## src/rtl/sip_subject_value_scanner_macros.svh

```systemverilog
// assertion macros for the subject value scanner
`ifndef SIP_SUBJECT_VALUE_SCANNER_MACROS_SVH
`define SIP_SUBJECT_VALUE_SCANNER_MACROS_SVH

// same-cycle implication, checked out of reset
`define SVS_ASSERT_NOW(lbl, ante, cons) \
  lbl: assert property (@(posedge clk) disable iff (!rst_n) (ante) |-> (cons)) \
    else $error("same-cycle check failed");

// next-cycle implication, checked out of reset
`define SVS_ASSERT_NEXT(lbl, ante, cons) \
  lbl: assert property (@(posedge clk) disable iff (!rst_n) (ante) |=> (cons)) \
    else $error("next-cycle check failed");

`endif

```

## src/rtl/sip_svs_pkg.sv

```systemverilog
// shared types, codes and byte classes of the subject value scanner
`default_nettype none
package sip_svs_pkg;

  typedef enum logic [1:0] {
    PH_LEAD,
    PH_TEXT,
    PH_CR,
    PH_LF
  } phase_t;

  typedef enum logic [1:0] {
    ST_SUCCESS,
    ST_NO_DATA,
    ST_DEAD,
    ST_UNHANDLED
  } status_t;

  localparam logic KIND_PART  = 1'b0;
  localparam logic KIND_FINAL = 1'b1;

  localparam logic [7:0] CH_HT      = 8'h09;
  localparam logic [7:0] CH_LF      = 8'h0a;
  localparam logic [7:0] CH_CR      = 8'h0d;
  localparam logic [7:0] CH_SP      = 8'h20;
  localparam logic [7:0] ASCII_LO   = 8'h21;
  localparam logic [7:0] ASCII_HI   = 8'h7e;
  localparam logic [7:0] UTF8_LO    = 8'h80;
  localparam logic [7:0] UTF8_HI    = 8'hfd;

  localparam int FIFO_AW    = 1;
  localparam int FIFO_DEPTH = 1 << FIFO_AW;

  typedef struct packed {
    logic        kind;
    logic [7:0]  part_index;
    logic [15:0] part_start;
    logic [15:0] part_length;
    status_t     status;
    logic [15:0] subject_start;
    logic [15:0] subject_length;
    logic [15:0] stop_offset;
    logic        final_res;
  } record_t;

  // one or two records caused by one item
  typedef struct packed {
    logic    two;
    record_t rec0;
    record_t rec1;
  } job_t;

  typedef struct packed {
    logic empty;
    logic full;
  } fifo_stat_t;

  function automatic logic is_lws(input logic [7:0] c);
    return (c == CH_SP) || (c == CH_HT) || (c == CH_CR) || (c == CH_LF);
  endfunction

  function automatic logic is_text(input logic [7:0] c);
    return ((c >= ASCII_LO) && (c <= ASCII_HI)) || ((c >= UTF8_LO) && (c <= UTF8_HI));
  endfunction

endpackage
`default_nettype wire

```

## src/rtl/sip_subject_value_scanner.sv

```systemverilog
// Subject header value scanner, top level
//
// Input channel in_*: one byte of the header value per item, with first,
// last and empty_req flags; accepted when in_valid is high and in_stall low.
// Output channel out_*: part records (kind 0) and final status records
// (kind 1), one per accepted output item; out_final_res marks the last
// record caused by an input item.
// One input item is taken per cycle while in_stall is low. Bytes that
// close nothing give no record; a CR gives one part record, the last byte
// up to two. The front end classes the byte and updates the scan state in
// the accept cycle and writes the records into a two-entry job queue; the
// back end holds one job in its output register and sends one record per
// cycle while out_stall is low. The first record of a job passes the queue
// and the output register before it can be taken. A job with two records
// holds the output until both have left. in_stall rises while the job queue
// is full, which happens only when the receiver holds out_stall or jobs with
// two records come in faster than one record per cycle leaves.
// Reset clears the scan state to skipping leading spaces at offset zero,
// and empties the queue and the output register.
`default_nettype none
module sip_subject_value_scanner import sip_svs_pkg::*; #(
  parameter int OFFSET_BITS     = 16,
  parameter int PART_COUNT_BITS = 8
) (
  input  wire logic        clk,
  input  wire logic        rst_n,
  input  wire logic        in_valid,
  output logic             in_stall,
  input  wire logic [7:0]  in_text_byte,
  input  wire logic        in_first,
  input  wire logic [15:0] in_base_offset,
  input  wire logic        in_last,
  input  wire logic        in_empty_req,
  output logic             out_valid,
  input  wire logic        out_stall,
  output logic             out_kind,
  output logic [7:0]       out_part_index,
  output logic [15:0]      out_part_start,
  output logic [15:0]      out_part_length,
  output logic [1:0]       out_status,
  output logic [15:0]      out_subject_start,
  output logic [15:0]      out_subject_length,
  output logic [15:0]      out_stop_offset,
  output logic             out_final_res
);

`include "sip_subject_value_scanner_macros.svh"

  logic       in_fire, push, pop;
  job_t       wr_job, rd_job;
  fifo_stat_t q_stat;
  record_t    rec;

  assign in_stall = q_stat.full;
  assign in_fire  = in_valid && !in_stall;

  sip_svs_front #(
    .OFFSET_BITS     (OFFSET_BITS),
    .PART_COUNT_BITS (PART_COUNT_BITS)
  ) u_front (
    .clk         (clk),
    .rst_n       (rst_n),
    .fire        (in_fire),
    .text_byte   (in_text_byte),
    .first       (in_first),
    .base_offset (in_base_offset),
    .last        (in_last),
    .empty_req   (in_empty_req),
    .push        (push),
    .job         (wr_job)
  );

  sip_svs_fifo u_fifo (
    .clk    (clk),
    .rst_n  (rst_n),
    .push   (push),
    .wr_job (wr_job),
    .pop    (pop),
    .rd_job (rd_job),
    .stat   (q_stat)
  );

  sip_svs_back u_back (
    .clk       (clk),
    .rst_n     (rst_n),
    .q_stat    (q_stat),
    .q_job     (rd_job),
    .q_pop     (pop),
    .out_stall (out_stall),
    .out_valid (out_valid),
    .out_rec   (rec)
  );

  assign out_kind           = rec.kind;
  assign out_part_index     = rec.part_index;
  assign out_part_start     = rec.part_start;
  assign out_part_length    = rec.part_length;
  assign out_status         = rec.status;
  assign out_subject_start  = rec.subject_start;
  assign out_subject_length = rec.subject_length;
  assign out_stop_offset    = rec.stop_offset;
  assign out_final_res      = rec.final_res;

  `SVS_ASSERT_NOW(a_no_push_when_full, push, !q_stat.full)
  `SVS_ASSERT_NOW(a_final_kind_ends_item, out_valid && (out_kind == KIND_FINAL), out_final_res)
  `SVS_ASSERT_NOW(a_part_status_zero, out_valid && (out_kind == KIND_PART), out_status == 2'd0)
  `SVS_ASSERT_NEXT(a_empty_req_queued, in_fire && in_empty_req, !q_stat.empty)

endmodule
`default_nettype wire

```

## src/rtl/sip_svs_front.sv

```systemverilog
// front end: byte classing, scan state and record building
`default_nettype none
module sip_svs_front import sip_svs_pkg::*; #(
  parameter int OFFSET_BITS     = 16,
  parameter int PART_COUNT_BITS = 8
) (
  input  wire logic        clk,
  input  wire logic        rst_n,
  input  wire logic        fire,
  input  wire logic [7:0]  text_byte,
  input  wire logic        first,
  input  wire logic [15:0] base_offset,
  input  wire logic        last,
  input  wire logic        empty_req,
  output logic             push,
  output job_t             job
);

  localparam logic [OFFSET_BITS-1:0]     OFF_MAX = '1;
  localparam logic [PART_COUNT_BITS-1:0] CNT_MAX = '1;

  phase_t                     phase_r, phase_nxt;
  logic [OFFSET_BITS-1:0]     pos_r, pos_nxt;
  logic [OFFSET_BITS-1:0]     subj_r, subj_nxt;
  logic [OFFSET_BITS-1:0]     porg_r, porg_nxt;
  logic [PART_COUNT_BITS-1:0] cnt_r, cnt_nxt;
  logic                       halt_r, halt_nxt;

  phase_t                     ph0, nph;
  logic [OFFSET_BITS-1:0]     pos0, base, subj1, porg1, end_pos;
  logic [PART_COUNT_BITS-1:0] cnt0, cnt1, idx;
  logic                       halt0, dead, cr_hit, gen;
  logic [OFFSET_BITS+15:0]    base_w;
  record_t                    r_cr, r_tail, r_succ, r_unh, r_dead, r_nod;

  function automatic logic [15:0] off16(input logic [OFFSET_BITS-1:0] v);
    logic [OFFSET_BITS+15:0] w;
    w = {{16{1'b0}}, v};
    return w[15:0];
  endfunction

  function automatic logic [7:0] idx8(input logic [PART_COUNT_BITS-1:0] v);
    logic [PART_COUNT_BITS+7:0] w;
    w = {{8{1'b0}}, v};
    return w[7:0];
  endfunction

  always_comb begin
    base_w = {{OFFSET_BITS{1'b0}}, base_offset};
    base   = base_w[OFFSET_BITS-1:0];

    ph0   = phase_r;
    pos0  = pos_r;
    cnt0  = cnt_r;
    halt0 = halt_r;
    if (first) begin
      ph0   = PH_LEAD;
      pos0  = base;
      cnt0  = '0;
      halt0 = 1'b0;
    end

    dead = 1'b0;
    nph  = ph0;
    unique case (ph0)
      PH_LEAD: begin
        priority if (is_lws(text_byte)) nph = PH_LEAD;
        else if (is_text(text_byte)) nph = PH_TEXT;
        else dead = 1'b1;
      end
      PH_TEXT: begin
        priority if (text_byte == CH_CR) nph = PH_CR;
        else if (is_text(text_byte) || is_lws(text_byte)) nph = PH_TEXT;
        else dead = 1'b1;
      end
      PH_CR: begin
        if (text_byte == CH_LF) nph = PH_LF;
        else dead = 1'b1;
      end
      PH_LF: begin
        // fold spaces stay in the fold; anything else legal opens a part
        priority if ((text_byte == CH_SP) || (text_byte == CH_HT)) nph = PH_LF;
        else if (is_text(text_byte) || is_lws(text_byte)) nph = PH_TEXT;
        else dead = 1'b1;
      end
      default: dead = 1'b1;
    endcase

    subj1 = subj_r;
    porg1 = porg_r;
    cnt1  = cnt0;
    if (!dead && (nph == PH_TEXT) && (ph0 == PH_LEAD)) begin
      subj1 = pos0;
      porg1 = pos0;
      cnt1  = {{(PART_COUNT_BITS-1){1'b0}}, 1'b1};
    end else if (!dead && (nph == PH_TEXT) && (ph0 == PH_LF)) begin
      porg1 = pos0;
      if (cnt0 != CNT_MAX) cnt1 = cnt0 + 1'b1;
    end
    cr_hit  = !dead && (nph == PH_CR);
    end_pos = (pos0 != OFF_MAX) ? pos0 + 1'b1 : pos0;
    idx     = (cnt1 != '0) ? cnt1 - 1'b1 : '0;

    r_cr             = '0;
    r_cr.kind        = KIND_PART;
    r_cr.part_index  = idx8(idx);
    r_cr.part_start  = off16(porg1);
    r_cr.part_length = off16(pos0 - porg1);
    r_cr.status      = ST_SUCCESS;
    r_cr.final_res   = !last;

    r_tail             = '0;
    r_tail.kind        = KIND_PART;
    r_tail.part_index  = idx8(idx);
    r_tail.part_start  = off16(porg1);
    r_tail.part_length = off16(end_pos - porg1);
    r_tail.status      = ST_SUCCESS;

    r_succ                = '0;
    r_succ.kind           = KIND_FINAL;
    r_succ.status         = ST_SUCCESS;
    r_succ.subject_start  = off16(subj1);
    r_succ.subject_length = off16(end_pos - subj1);
    r_succ.stop_offset    = off16(end_pos);
    r_succ.final_res      = 1'b1;

    r_unh             = '0;
    r_unh.kind        = KIND_FINAL;
    r_unh.status      = ST_UNHANDLED;
    r_unh.stop_offset = off16(end_pos);
    r_unh.final_res   = 1'b1;

    r_dead             = '0;
    r_dead.kind        = KIND_FINAL;
    r_dead.status      = ST_DEAD;
    r_dead.stop_offset = off16(pos0);
    r_dead.final_res   = 1'b1;

    r_nod           = '0;
    r_nod.kind      = KIND_FINAL;
    r_nod.status    = ST_NO_DATA;
    r_nod.final_res = 1'b1;

    gen       = 1'b0;
    job.two   = 1'b0;
    job.rec0  = r_unh;
    job.rec1  = r_unh;
    phase_nxt = phase_r;
    pos_nxt   = pos_r;
    subj_nxt  = subj_r;
    porg_nxt  = porg_r;
    cnt_nxt   = cnt_r;
    halt_nxt  = halt_r;

    priority if (empty_req) begin
      // byte and other flags ignored
      gen       = 1'b1;
      job.rec0  = r_nod;
      phase_nxt = PH_LEAD;
      cnt_nxt   = '0;
      halt_nxt  = 1'b1;
    end else if (halt0) begin
      phase_nxt = ph0;
      pos_nxt   = pos0;
      cnt_nxt   = cnt0;
      halt_nxt  = halt0;
    end else if (dead) begin
      gen       = 1'b1;
      job.rec0  = r_dead;
      phase_nxt = ph0;
      pos_nxt   = pos0;
      cnt_nxt   = cnt0;
      halt_nxt  = 1'b1;
    end else begin
      phase_nxt = nph;
      pos_nxt   = end_pos;
      subj_nxt  = subj1;
      porg_nxt  = porg1;
      cnt_nxt   = cnt1;
      halt_nxt  = last;
      priority if (last && (nph == PH_TEXT)) begin
        gen      = 1'b1;
        job.two  = 1'b1;
        job.rec0 = r_tail;
        job.rec1 = r_succ;
      end else if (last && cr_hit) begin
        gen      = 1'b1;
        job.two  = 1'b1;
        job.rec0 = r_cr;
        job.rec1 = r_unh;
      end else if (last) begin
        gen      = 1'b1;
        job.rec0 = r_unh;
      end else if (cr_hit) begin
        gen      = 1'b1;
        job.rec0 = r_cr;
      end else begin
        gen = 1'b0;
      end
    end

    push = fire && gen;
  end

  always_ff @(posedge clk) begin
    if (!rst_n) begin
      phase_r <= PH_LEAD;
      pos_r   <= '0;
      subj_r  <= '0;
      porg_r  <= '0;
      cnt_r   <= '0;
      halt_r  <= 1'b0;
    end else if (fire) begin
      phase_r <= phase_nxt;
      pos_r   <= pos_nxt;
      subj_r  <= subj_nxt;
      porg_r  <= porg_nxt;
      cnt_r   <= cnt_nxt;
      halt_r  <= halt_nxt;
    end
  end

endmodule
`default_nettype wire

```

## src/rtl/sip_svs_fifo.sv

```systemverilog
// short job queue between front and back end
`default_nettype none
module sip_svs_fifo import sip_svs_pkg::*; (
  input  wire logic clk,
  input  wire logic rst_n,
  input  wire logic push,
  input  wire job_t wr_job,
  input  wire logic pop,
  output job_t      rd_job,
  output fifo_stat_t stat
);

  job_t                 mem_r [FIFO_DEPTH];
  logic [FIFO_AW-1:0]   wr_ptr_r, rd_ptr_r;
  logic [FIFO_AW:0]     cnt_r, cnt_nxt;
  logic                 do_push, do_pop;

  always_comb begin
    stat.empty = (cnt_r == '0);
    stat.full  = (cnt_r == FIFO_DEPTH[FIFO_AW:0]);
    do_push    = push && !stat.full;
    do_pop     = pop && !stat.empty;
    cnt_nxt    = cnt_r;
    if (do_push && !do_pop) cnt_nxt = cnt_r + 1'b1;
    else if (do_pop && !do_push) cnt_nxt = cnt_r - 1'b1;
    rd_job     = mem_r[rd_ptr_r];
  end

  always_ff @(posedge clk) begin
    if (!rst_n) begin
      wr_ptr_r <= '0;
      rd_ptr_r <= '0;
      cnt_r    <= '0;
    end else begin
      if (do_push) wr_ptr_r <= wr_ptr_r + 1'b1;
      if (do_pop) rd_ptr_r <= rd_ptr_r + 1'b1;
      cnt_r <= cnt_nxt;
    end
  end

  always_ff @(posedge clk) begin
    if (do_push) mem_r[wr_ptr_r] <= wr_job;
  end

endmodule
`default_nettype wire

```

## src/rtl/sip_svs_back.sv

```systemverilog
// back end: output register that delivers one record per cycle while out_stall is low
`default_nettype none
module sip_svs_back import sip_svs_pkg::*; (
  input  wire logic       clk,
  input  wire logic       rst_n,
  input  wire fifo_stat_t q_stat,
  input  wire job_t       q_job,
  output logic      q_pop,
  input  wire logic out_stall,
  output logic      out_valid,
  output record_t   out_rec
);

  job_t job_r;
  logic busy_r, busy_nxt;
  logic sel_r, sel_nxt;
  logic out_fire, last_rec;

  always_comb begin
    out_valid = busy_r;
    out_rec   = sel_r ? job_r.rec1 : job_r.rec0;
    out_fire  = busy_r && !out_stall;
    last_rec  = sel_r || !job_r.two;
    // reload when idle or as soon as the last record of the held job leaves
    q_pop     = !q_stat.empty && (!busy_r || (out_fire && last_rec));
    busy_nxt  = busy_r;
    sel_nxt   = sel_r;
    if (q_pop) begin
      busy_nxt = 1'b1;
      sel_nxt  = 1'b0;
    end else if (out_fire && !last_rec) begin
      sel_nxt = 1'b1;
    end else if (out_fire) begin
      busy_nxt = 1'b0;
      sel_nxt  = 1'b0;
    end
  end

  always_ff @(posedge clk) begin
    if (!rst_n) begin
      busy_r <= 1'b0;
      sel_r  <= 1'b0;
    end else begin
      busy_r <= busy_nxt;
      sel_r  <= sel_nxt;
    end
  end

  always_ff @(posedge clk) begin
    if (q_pop) job_r <= q_job;
  end

endmodule
`default_nettype wire

```

## config.mk

```make
export PLATFORM = sky130hd
export DESIGN_NAME = sip_subject_value_scanner
export DESIGN_NICKNAME = d
export VERILOG_FILES = /design/src/rtl/sip_svs_pkg.sv /design/src/rtl/sip_subject_value_scanner.sv /design/src/rtl/sip_svs_front.sv /design/src/rtl/sip_svs_fifo.sv /design/src/rtl/sip_svs_back.sv
export VERILOG_INCLUDE_DIRS = /design/src /design/src/rtl
export SDC_FILE = /design/constraint.sdc
export NUM_CORES = 1
export LEC_CHECK = 0
export BUFFER_PORTS_ARGS = -buffer_cell sky130_fd_sc_hd__buf_2
export CAP_MARGIN = 25
export CORE_MARGIN = 3
export CORE_UTILIZATION = 47
export CTS_BUF_LIST = sky130_fd_sc_hd__clkbuf_8
export DETAILED_ROUTE_END_ITERATION = 10
export GPL_TIMING_DRIVEN = 0
export PLACE_DENSITY_LB_ADDON = 0.15
export SYNTH_ARGS = -nofsm -noshare
export SYNTH_HDL_FRONTEND = slang
export SYNTH_HIERARCHICAL = 1
export SYNTH_SLANG_ARGS = --single-unit
```

## constraint.sdc

```tcl
create_clock -name clk -period 12.2 [get_ports clk]
set_input_delay 2.44 -clock clk [delete_from_list [all_inputs] [get_ports clk]]
set_output_delay 2.44 -clock clk [all_outputs]
set_load 0.02 [all_outputs]
```

Word-level counts from Yosys, hierarchy flattened
Memory sizes are Yosys's and may differ from the RTL's. A register that Yosys moved wholly into a read port is not among the register bits. Cells that the tools add are included.

Register bits after elaboration: 65. Memory bits (writable): 370. Input port bits: 31. Output and inout bits: 94. Word-level logic and storage cells: 153. Memories: 1.

Add/sub/neg operators: 10. Magnitude comparators: 4. Equality and inequality tests: 13. Muxes and demuxes: 65. Bitwise logic cells: 4. Reductions and logical operators: 45.

Memory list: u_fifo.mem_r (depth 2, width 185, read ports 1, clocked after Yosys merged registers in 1, wr ports 1, line sip_svs_fifo.sv:13) `job_t mem_r [FIFO_DEPTH];`.

Operators with widths (number): $mux 92 (8); $mux 185 (2); $mux 16 (7); $mux 8 (8); $sub 16x16->16 (3); $mux 1 (26); $eq 8x4->1 const B (3); $mux 2 (12); $logic_and 1x1->1 (18); $add 16x1->16 const B (1); $ne 16x16->1 const B (1); $logic_not 1->1 (10); $add 8x1->8 const B (1); $eq 2x2->1 const B (4); $eq 8x6->1 const B (1); $ge 8x6->1 const B (1); $ge 8x8->1 const B (1); $le 8x7->1 const B (1); $le 8x8->1 const B (1); $ne 8x8->1 const B (1); $pmux 2 s4 (1); $reduce_bool 8->1 (1); $sub 8x1->8 const B (1); $logic_or 1x1->1 (7); other kinds (12) (21).

Logic depth before layout (Yosys ltp)
Gate-level depths: netlist of run 1.

Depth after elaboration: 23. Depth in mapped cells: 27. Depth with buffers taken out: 22.

Modules after synthesis
The synthesis of run 1 kept the hierarchy.

Modules (own cells, without submodules): sip_svs_fifo (instances 1, cells each 601, area each 14208.6 um2); sip_svs_front (instances 1, cells each 1257, area each 8594.5 um2); sip_svs_back (instances 1, cells each 296, area each 6786.5 um2); sip_subject_value_scanner (instances 1, cells each 1, area each 13.8 um2).

Worst setup path after synthesis of run 1
No wires, ideal clock.

Kind: input to register. Start point: in out_stall. End point: reg u_fifo.cnt_r[1]. Arrival: 12.892 ns. Required time: 12.130 ns. Path slack: -0.762 ns. Stages on the path: 6. Path buffers: 0. Cells stage by stage: o21ai_0 > nor2b_1 > o21ai_1 > ha_1 > or3_1 > a21boi_1.

Word-level cells in the longest chain between the ends: 9. Elaborated cells on any way between the ends: 11.

RTL lines: start, declared (line sip_subject_value_scanner.sv:35) `input wire logic out_stall,`; $logic_not 1->1 * (line sip_svs_back.sv:22) `out_fire = busy_r && !out_stall;`; $logic_and 1x1->1 * (line sip_svs_back.sv:22); $logic_and 1x1->1 * (line sip_svs_back.sv:25) `q_pop = !q_stat.empty && (!busy_r || (out_fire && last_rec));`; $logic_or 1x1->1 * (line sip_svs_back.sv:25); $logic_and 1x1->1 * (line sip_svs_back.sv:25); via pop (line sip_subject_value_scanner.sv:49) `logic in_fire, push, pop;`; $logic_and 1x1->1 * (line sip_svs_fifo.sv:22) `do_pop = pop && !stat.empty;`; $logic_not 1->1 (line sip_svs_fifo.sv:24) `if (do_push && !do_pop) cnt_nxt = cnt_r + 1'b1;`; $logic_and 1x1->1 (line sip_svs_fifo.sv:24); $mux 2 / $reduce_bool 2->1 (equally long branches); end signal, assigned (line sip_svs_fifo.sv:37) `cnt_r <= cnt_nxt;`; end, declared (line sip_svs_fifo.sv:15) `logic [FIFO_AW:0] cnt_r, cnt_nxt;`.

The timed path passes the listed nets; every way through them passes the cells marked *. A chain may end at the register's enable or synchronous reset.

==> results of run 1 <==
[how the worst max path moves through the flow]
stage	to	slack, ns	cells past startpoint
final	u_fifo/mem_r[0][157]	3.66	27
after global routing	u_fifo/mem_r[0][31]	3.33	25
after CTS	u_fifo/mem_r[1][157]	3.82	27
after detailed placement	u_fifo/mem_r[1][157]	3.06	27
after global placement	u_fifo/mem_r[0][20]	-5.75	13
after floorplan	u_fifo/mem_r[0][0]	0.25	13
[Yosys cell counts, drive strengths merged (7+ instances only)]
| cell | n | area, um^2 |
|---|---|---|
| a21boi | 11 | 93.8 |
| a21o | 8 | 60.1 |
| a21oi | 90 | 458 |
| a221oi | 8 | 82.6 |
| a22oi | 17 | 141 |
| a31oi | 12 | 81.3 |
| and2 | 51 | 322 |
| and3 | 18 | 113 |
| buf | 142 | 1120 |
| clkbuf | 52 | 196 |
| dfxtp | 66 | 1320 |
| edfxtp | 555 | 16700 |
| ha | 33 | 413 |
| inv | 43 | 161 |
| maj3 | 9 | 92.6 |
| mux2 | 284 | 3760 |
| mux2i | 20 | 208 |
| nand2 | 134 | 503 |
| nand2b | 17 | 106 |
| nand3 | 30 | 160 |
| nand3b | 7 | 65.1 |
| nand4 | 13 | 87.6 |
| nor2 | 153 | 574 |
| nor2b | 19 | 126 |
| nor3 | 38 | 195 |
| o211a | 16 | 160 |
| o211ai | 17 | 133 |
| o21a | 9 | 67.6 |
| o21ai | 97 | 493 |
| o22ai | 11 | 82.6 |
| or3 | 8 | 50.1 |
| xnor2 | 49 | 429 |
| xor2 | 26 | 228 |
[sequential cells by signal, summed over array words and instances, names as in the netlist, named ones only]
name              count
u_fifo/rd_ptr_r       1
u_fifo/cnt_r          2
u_front/pos_r        16
u_fifo/mem_r        370
u_front/subj_r       16
u_front/cnt_r         8
u_front/phase_r       2
u_back/sel_r          1
u_front/porg_r       16
u_back/job_r        185
u_front/halt_r        1
u_fifo/wr_ptr_r       1
u_back/out_valid      1
[placed cells by master (no fill, tap or decap), types with 12 or more instances in the layout]
cell type and instances:
buf_2 134, o21ai_0 82, o211a_1 16, nor3_1 37, buf_6 32, and3_1 17
buf_4 99, xnor2_1 49, nor2_1 153, mux2i_1 15, and2_1 50, clkinv_1 28
mux2_2 133, dfxtp_1 66, xor2_1 26, inv_1 75, nand2b_1 17, a22oi_1 16
o21ai_1 13, nand3_1 28, clkbuf_1 51, conb_1 74, ha_1 33, mux2_4 151
nand4_1 12, a21oi_1 88, nor2b_1 17, nand2_1 134, o211ai_1 16, edfxtp_1 555
clkbuf_8 105
[metal layers]
layer | global-route usage | up-vias | wire length (um)
met5 | 0 | - | 12
met4 | 0.0923 | 2 | 2630
met3 | 0.0450 | 152 | 4510
met2 | 0.370 | 593 | 35000
met1 | 0.301 | 9033 | 32600
li1 | - | 8576 | -
[report_power, final]
| group | leakage, uW | total [uW] | switching (uW) | internal [uW] |
|---|---|---|---|---|
| Combinational | 0.00591 | 2250 | 1280 | 973 |
| Sequential | 0.00574 | 3170 | 141 | 3030 |
| Clock | 0.00111 | 1740 | 799 | 945 |
| Total | 0.0128 | 7160 | 2220 | 4940 |
[metrics by stage]
step	total power [uW]	worst slack (ns)
after global placement	5490	-5.75
final	7160	3.66
after floorplan	4800	0.252
after CTS	7270	3.82
after global routing	7550	3.33
after detailed placement	5500	3.06
[cells by family (layout without fill, tap and decap cells)]
logic type | after synthesis | in the layout | share of synthesized area
other | 2 | 78 | 0.000254
AO/OA/AOI/OAI | 358 | 358 | 0.0828
adder cells (fa/ha/maj) | 43 | 43 | 0.0178
XOR/XNOR | 75 | 75 | 0.0222
AND/OR/NAND/NOR | 514 | 514 | 0.0851
flip-flops | 621 | 621 | 0.608
multiplexers | 304 | 304 | 0.134
buffers and inverters | 238 | 574 | 0.0500
[critical path: cells and delay by family]
kind / cells / cell delay (ns)
xor gates and xnor gates: 1 / 0.15
and+or+nand+nor: 4 / 1.30
adders and majority gates: 2 / 0.45
AOI/OAI and AO/OA: 10 / 2.27
buffers and inverters: 10 / 2.34
[final cells by class]
class,count,area (um^2),area share
Clock buffer,105,1450,0.0424
Sequential cell,621,18000,0.528
Multi-Input combinational cell,1368,10400,0.306
Inverter,44,165,0.00484
Timing Repair Buffer,153,1170,0.0342
Clock inverter,78,512,0.0150
Antenna cell,4,10.0,0.000294
Tap cell,837,1050,0.0307
Buffer,194,1320,0.0386
==> flow_summary.toml, run 1 <==
[run_status]
status = "finished clean"

[power]
p_leak_uw = 0.0128
max-vdd-ir-drop_v = 0.0000880
cellPowerDensity_mw_per_mm2 = 210

[grt]
grt_usage = 0.227
grt_overflow_total = 0
antenna_found_initial = 2
grt_pass1_vias = 18700
grt_pass1_wl_um = 113000
grt_max_degree = 63

[cts]
clk_pin_slew_worst_paths_ns = 0.06
clockBufferDepth = 3
ctsRootBufferMaster = "clkbuf_8"
cts_hold_buf = 0
cts_num_sinks = 621
htree_levels = 3
clk_latency_ns = 0.69
cts_setup_buffers = 0
tritoncts = "built"
cts_resized = 0
cts-buffers-inserted = 102

[route]
wl_per_cell_um = 22.0
drcViolationCount = 0
drtIter0Drc = 1361
via_per_inst = 5.39
drtPass1Iterations = 5
antenna_left = 0
vias = 18400
drt_wl_total_um = 74800

[finish]
nets = 2549
stdcell_count = 3404
fillers = 5221
fin_area_mm2 = 0.0341
area_growth_pct = 15.2
drive_above_1_share = 0.290
fin_util = 0.549

[timing]
maxSlewViolCount = 0
worst_slew_pin_slew_ns = 1.15
fin_crit_sh = 0.700
relSlewSlack = 0.230
final.setup.tns_ns = 0
finalCriticalPeriod_ns = 8.54
clock_skew_ns = 0.0257
whs_ns = 0.516
rsz0062_at_grt = "no"
finalSetupViolCount = 0
timing.fmax_ghz = 0.117
hold_violations = 0

[setup_path]
r2r_setup_slack_ns = 5.46
critPathCaptureType = "flip-flop"
max_stage_delay_ns = 0.52
start_kind = "input port"
worst_r2r_path_depth = 25
r2r_start = "u_front/phase_r[1]"
crit_start = "in_text_byte[7]"
path_max_fanout = 10
cp_data_required_time_ns = 12.66
reg2reg_to = "u_fifo/mem_r[0][157]"
slowest_stage = "or4_4"
setup.worst_path.class = "input port to flip-flop"
cp.arrival_ns = 8.99

[floorplan]
rows = 91
core_area_mm2 = 0.0621
fp.dieH_um = 257
die-area_mm2 = 0.0660
fp.dieW_um = 257
io_pins = 125
initial_utilization = 0.477

[synth]
synth.cell_area_mm2 = 0.0296
ys_warn_count = 6
synth_async_sr_flop_share = 0
avgSynthCellArea_um2 = 13.7
synth_flop_cell = "edfxtp_1"
synth_edf_count = 555
syn_inst = 2155
ys_seq_area_frac = 0.608
netlist-cell-type-count = 103
synth_seq_cells = 621

[hold_path]
hold_class = "flip-flop to flip-flop"
min_path_cells = 2
hold_path_end = "u_front/pos_r[13]"
worstHoldStart = "u_front/pos_r[13]"

[place]
portBuffers = 124
hpwl_um = 54500
placed_area_mm2 = 0.0321
dp.cells = 3216
gp_congestion = 0.947

[job]
maxCapViolCount = 0
Note: power is estimated with default switching activity, not from simulation.
==> run 2: changes to the inputs <==
--- a/config.mk
+++ b/config.mk
@@ -6,6 +6,7 @@
 export SDC_FILE = /design/constraint.sdc
 export NUM_CORES = 1
 export LEC_CHECK = 0
+export ABC_AREA = 1
 export BUFFER_PORTS_ARGS = -buffer_cell sky130_fd_sc_hd__buf_2
 export CAP_MARGIN = 25
 export CORE_MARGIN = 3
==> constraint.sdc (replaced) <==
create_clock -name clk -period 7.4 [get_ports clk]
set_input_delay 1.48 -clock clk [delete_from_list [all_inputs] [get_ports clk]]
set_output_delay 1.48 -clock clk [all_outputs]
set_load 0.02 [all_outputs]
==> run 2 against run 1 <==
Final cell count up 12%; first-iteration DRC count up 23%; non-clock buffer count down 12; largest cell class unchanged; critical path type unchanged; area after synthesis down 0.27%; global-route usage down 0.15 points; synthesized cell count up 19%; utilization down 0.18 points; highest routed layer is now met4; flip-flop and latch count unchanged; sequential power up 65%; critical path depth down 1; die area down 0.26%; clock power up 63%.
==> flow_summary.toml, run 2 <==
[run_status]
status = "finished clean"

[power]
cellPowerDensity_mw_per_mm2 = 353
max-vdd-ir-drop_v = 0.000183
power_switching_share = 0.337
power_switching_uw = 4030
p_seq_frac = 0.437
p_int_uw = 7940
p_leak_uw = 0.0141
pwr-share-clk = 0.237
combPwrFrac = 0.325

[route]
drtIter0Drc = 1678
drcViolationCount = 0
drt_wl_total_um = 74700
antenna_left = 0
via_per_inst = 5.07
drtPass1Iterations = 6
wl_per_cell_um = 19.5
vias = 19400

[finish]
seqCellArea_mm2 = 0.0180
fillers = 5424
top_register = "u_fifo/mem_r"
top_regs = "u_fifo/mem_r (370), u_back/job_r (185)"
drive_above_1_share = 0.251
largest_reg_flops = 370
area_growth_pct = 14.9
multiInputGateArea_mm2 = 0.00970
stdcell_count = 3822
layout_commonest_cell = "nand2_1"
final_cell_mix = "nand2_1 (601), edfxtp_1 (555), inv_1 (223)"
nets = 2966

[timing]
hold_violations = 0
clock_skew_ns = 0.0382
worst_slew_pin_slew_ns = 1.14
finalSetupViolCount = 0
timing.fmax_ghz = 0.156
layout_setup_ws_ns = 0.986
finalCriticalPeriod_ns = 6.41
final.setup.tns_ns = 0
whs_ns = 0.467
maxSlewViolCount = 0
rsz0062_at_grt = "no"
fin_crit_sh = 0.867
relSlewSlack = 0.236

[cts]
cts_resized = 0
clk_latency_ns = 0.70
clockBufferDepth = 3
tritoncts = "built"
ctsRootBufferMaster = "clkbuf_8"
htree_levels = 3
cts_setup_buffers = 0
clk_pin_slew_worst_paths_ns = 0.06
cts_hold_buf = 0
cts_num_sinks = 621
cts-buffers-inserted = 105

[floorplan]
initial_utilization = 0.477
io_pins = 125
core_area_mm2 = 0.0619
fp.dieH_um = 257
fp.dieW_um = 257
rows = 91
die-area_mm2 = 0.0659

[hold_path]
hold_class = "flip-flop to flip-flop"

[synth]
synthMuxAreaShare = 0.0900
synth_flop_cell = "edfxtp_1"
synth_fa_ha_area_frac = 0.0147
synth_seq_cells = 621
synth-compound-area-share = 0.0554
avgSynthCellArea_um2 = 11.5
synth_xor_area_frac = 0.0104
syn_inst = 2573
synth_simple_gate_area_frac = 0.147
ys_seq_area_frac = 0.609
synthTopCellsByArea = "edfxtp_1 (56%), nand2_1 (7.6%), mux2_4 (7.6%)"
synth_async_sr_flop_share = 0
synth_top_cell_area_share = 0.564
synth_top_family_by_area = "simple AND/OR/NAND/NOR gates"
netlist-cell-type-count = 54
ys_warn_count = 6
synth_edf_count = 555
synth_top_area_cell = "edfxtp_1"
yosysMostFrequentCell = "nand2_1"
synth.cell_area_mm2 = 0.0295
yosys-top-cells-count = "nand2_1 (601), edfxtp_1 (555), inv_1 (194), mux2_4 (150), nor2_1 (149)"

[job]
maxCapViolCount = 0

[setup_path]
cpLargestDelayFamily = "compound AO/OA/AOI/OAI gates"
cp.arrival_ns = 6.88
start_kind = "input port"
path_max_fanout = 10
crit_buf_inv = 6
path_common_cell = "nand2_1"
critPathCaptureType = "flip-flop"
cp_data_required_time_ns = 7.87
slowest_stage = "clkbuf_1"
setup.worst_path.class = "input port to flip-flop"
max_stage_delay_ns = 0.38

[grt]
grt_pass1_wl_um = 113000
grt_max_degree = 31
antenna_found_initial = 1
grt_usage = 0.226
grt_overflow_total = 0
grt_pass1_vias = 19100

[place]
dp.cells = 3630
pre_cts_slack_ns = 0.450
gp_congestion = 0.979
portBuffers = 124
hpwl_um = 54500
[run 2: changes by cell type after synthesis, moves of 26 or more]
cell / before / now
xnor2_1: 49 / 7
a21oi_1: 88 / 138
inv_2: 0 / 28
and2_1: 50 / 5
o21ai_0: 82 / 117
inv_1: 43 / 194
nand2_1: 134 / 601
nor3_1: 37 / 11
nand3_1: 28 / 84
mux2_2: 133 / 35
nand2_2: 0 / 38
[run 2: power by group through the flow]
stage | clock network (uW) | registers [uW] | logic (uW)
floorplan | 0 | 5370 | 2590
global route | 3100 | 5300 | 4240
global placement | 0 | 5520 | 3650
detailed placement | 0 | 5300 | 3940
CTS | 2940 | 5240 | 3950
finish | 2840 | 5230 | 3890
[run 2: worst reg2reg max path, cell delays in order, from the launching register on]
cell      delay [ns]
dfxtp_1         0.37
inv_1           0.08
nor2_4          0.13
nor2_1          0.09
nand2_2         0.23
clkbuf_1        0.56
inv_1           0.33
clkbuf_1        0.29
clkbuf_1        0.27
nand2_1         0.10
o21ai_0         0.24
ha_1            0.43
nand2_1         0.09
nor2_1          0.04
a211oi_1        0.33
o21ai_0         0.20
a21boi_0        0.29
o21ai_0         0.19
nand2_1         0.09
nand2_1         0.07
a21oi_1         0.22
o21ai_0         0.17
nand2_1         0.09
a21oi_1         0.07
o21a_1          0.17
nor3_1          0.28
[run 2: path summary, 6_finish.rpt]
path                 startpoint             endpoint  slack, ns  depth (start not counted)
max                    in_first  u_fifo/mem_r[1][32]       0.99                         26
min reg2reg    u_front/cnt_r[0]     u_front/cnt_r[0]       0.47                          2
min            u_front/cnt_r[0]     u_front/cnt_r[0]       0.47                          2
max reg2reg  u_front/phase_r[1]  u_fifo/mem_r[1][32]       1.76                         25
[run 2: through the flow]
stage / power (uW) / util / cell area, um^2
finish: 12000 / 0.548 / 33900
CTS: 12100 / 0.547 / 33900
floorplan: 7960 / - / 29800
global route: 12600 / 0.548 / 33900
detailed placement: 9240 / 0.516 / 32000
global placement: 9170 / 0.508 / 31500
[run 2: cell families after synthesis]
logic type                 Yosys count
and+or+nand+nor                    988
AOI/OAI and AO/OA                  298
muxes                              186
other                                2
DFF                                621
buffers and inverters              409
adders and majority gates           34
xor gates and xnor gates            35
[run 2: routing by layer]
layer	up-vias	track usage	share of wire
met3	122	0.0379	0.057
met1	9320	0.318	0.46
met4	0	0.0764	0.027
met2	571	0.358	0.46
met5	-	0	0
li1	9349	-	-
[run 2: area by class of cell]
type	count	share of cell area
diodes	5	0.000369
repair buffers	149	0.0323
flip-flops and latches	621	0.530
multi-input cells	1615	0.286
well taps	837	0.0309
plain buffers	186	0.0385
inverters	223	0.0247
clock buffers	109	0.0442
clock inverters	77	0.0129
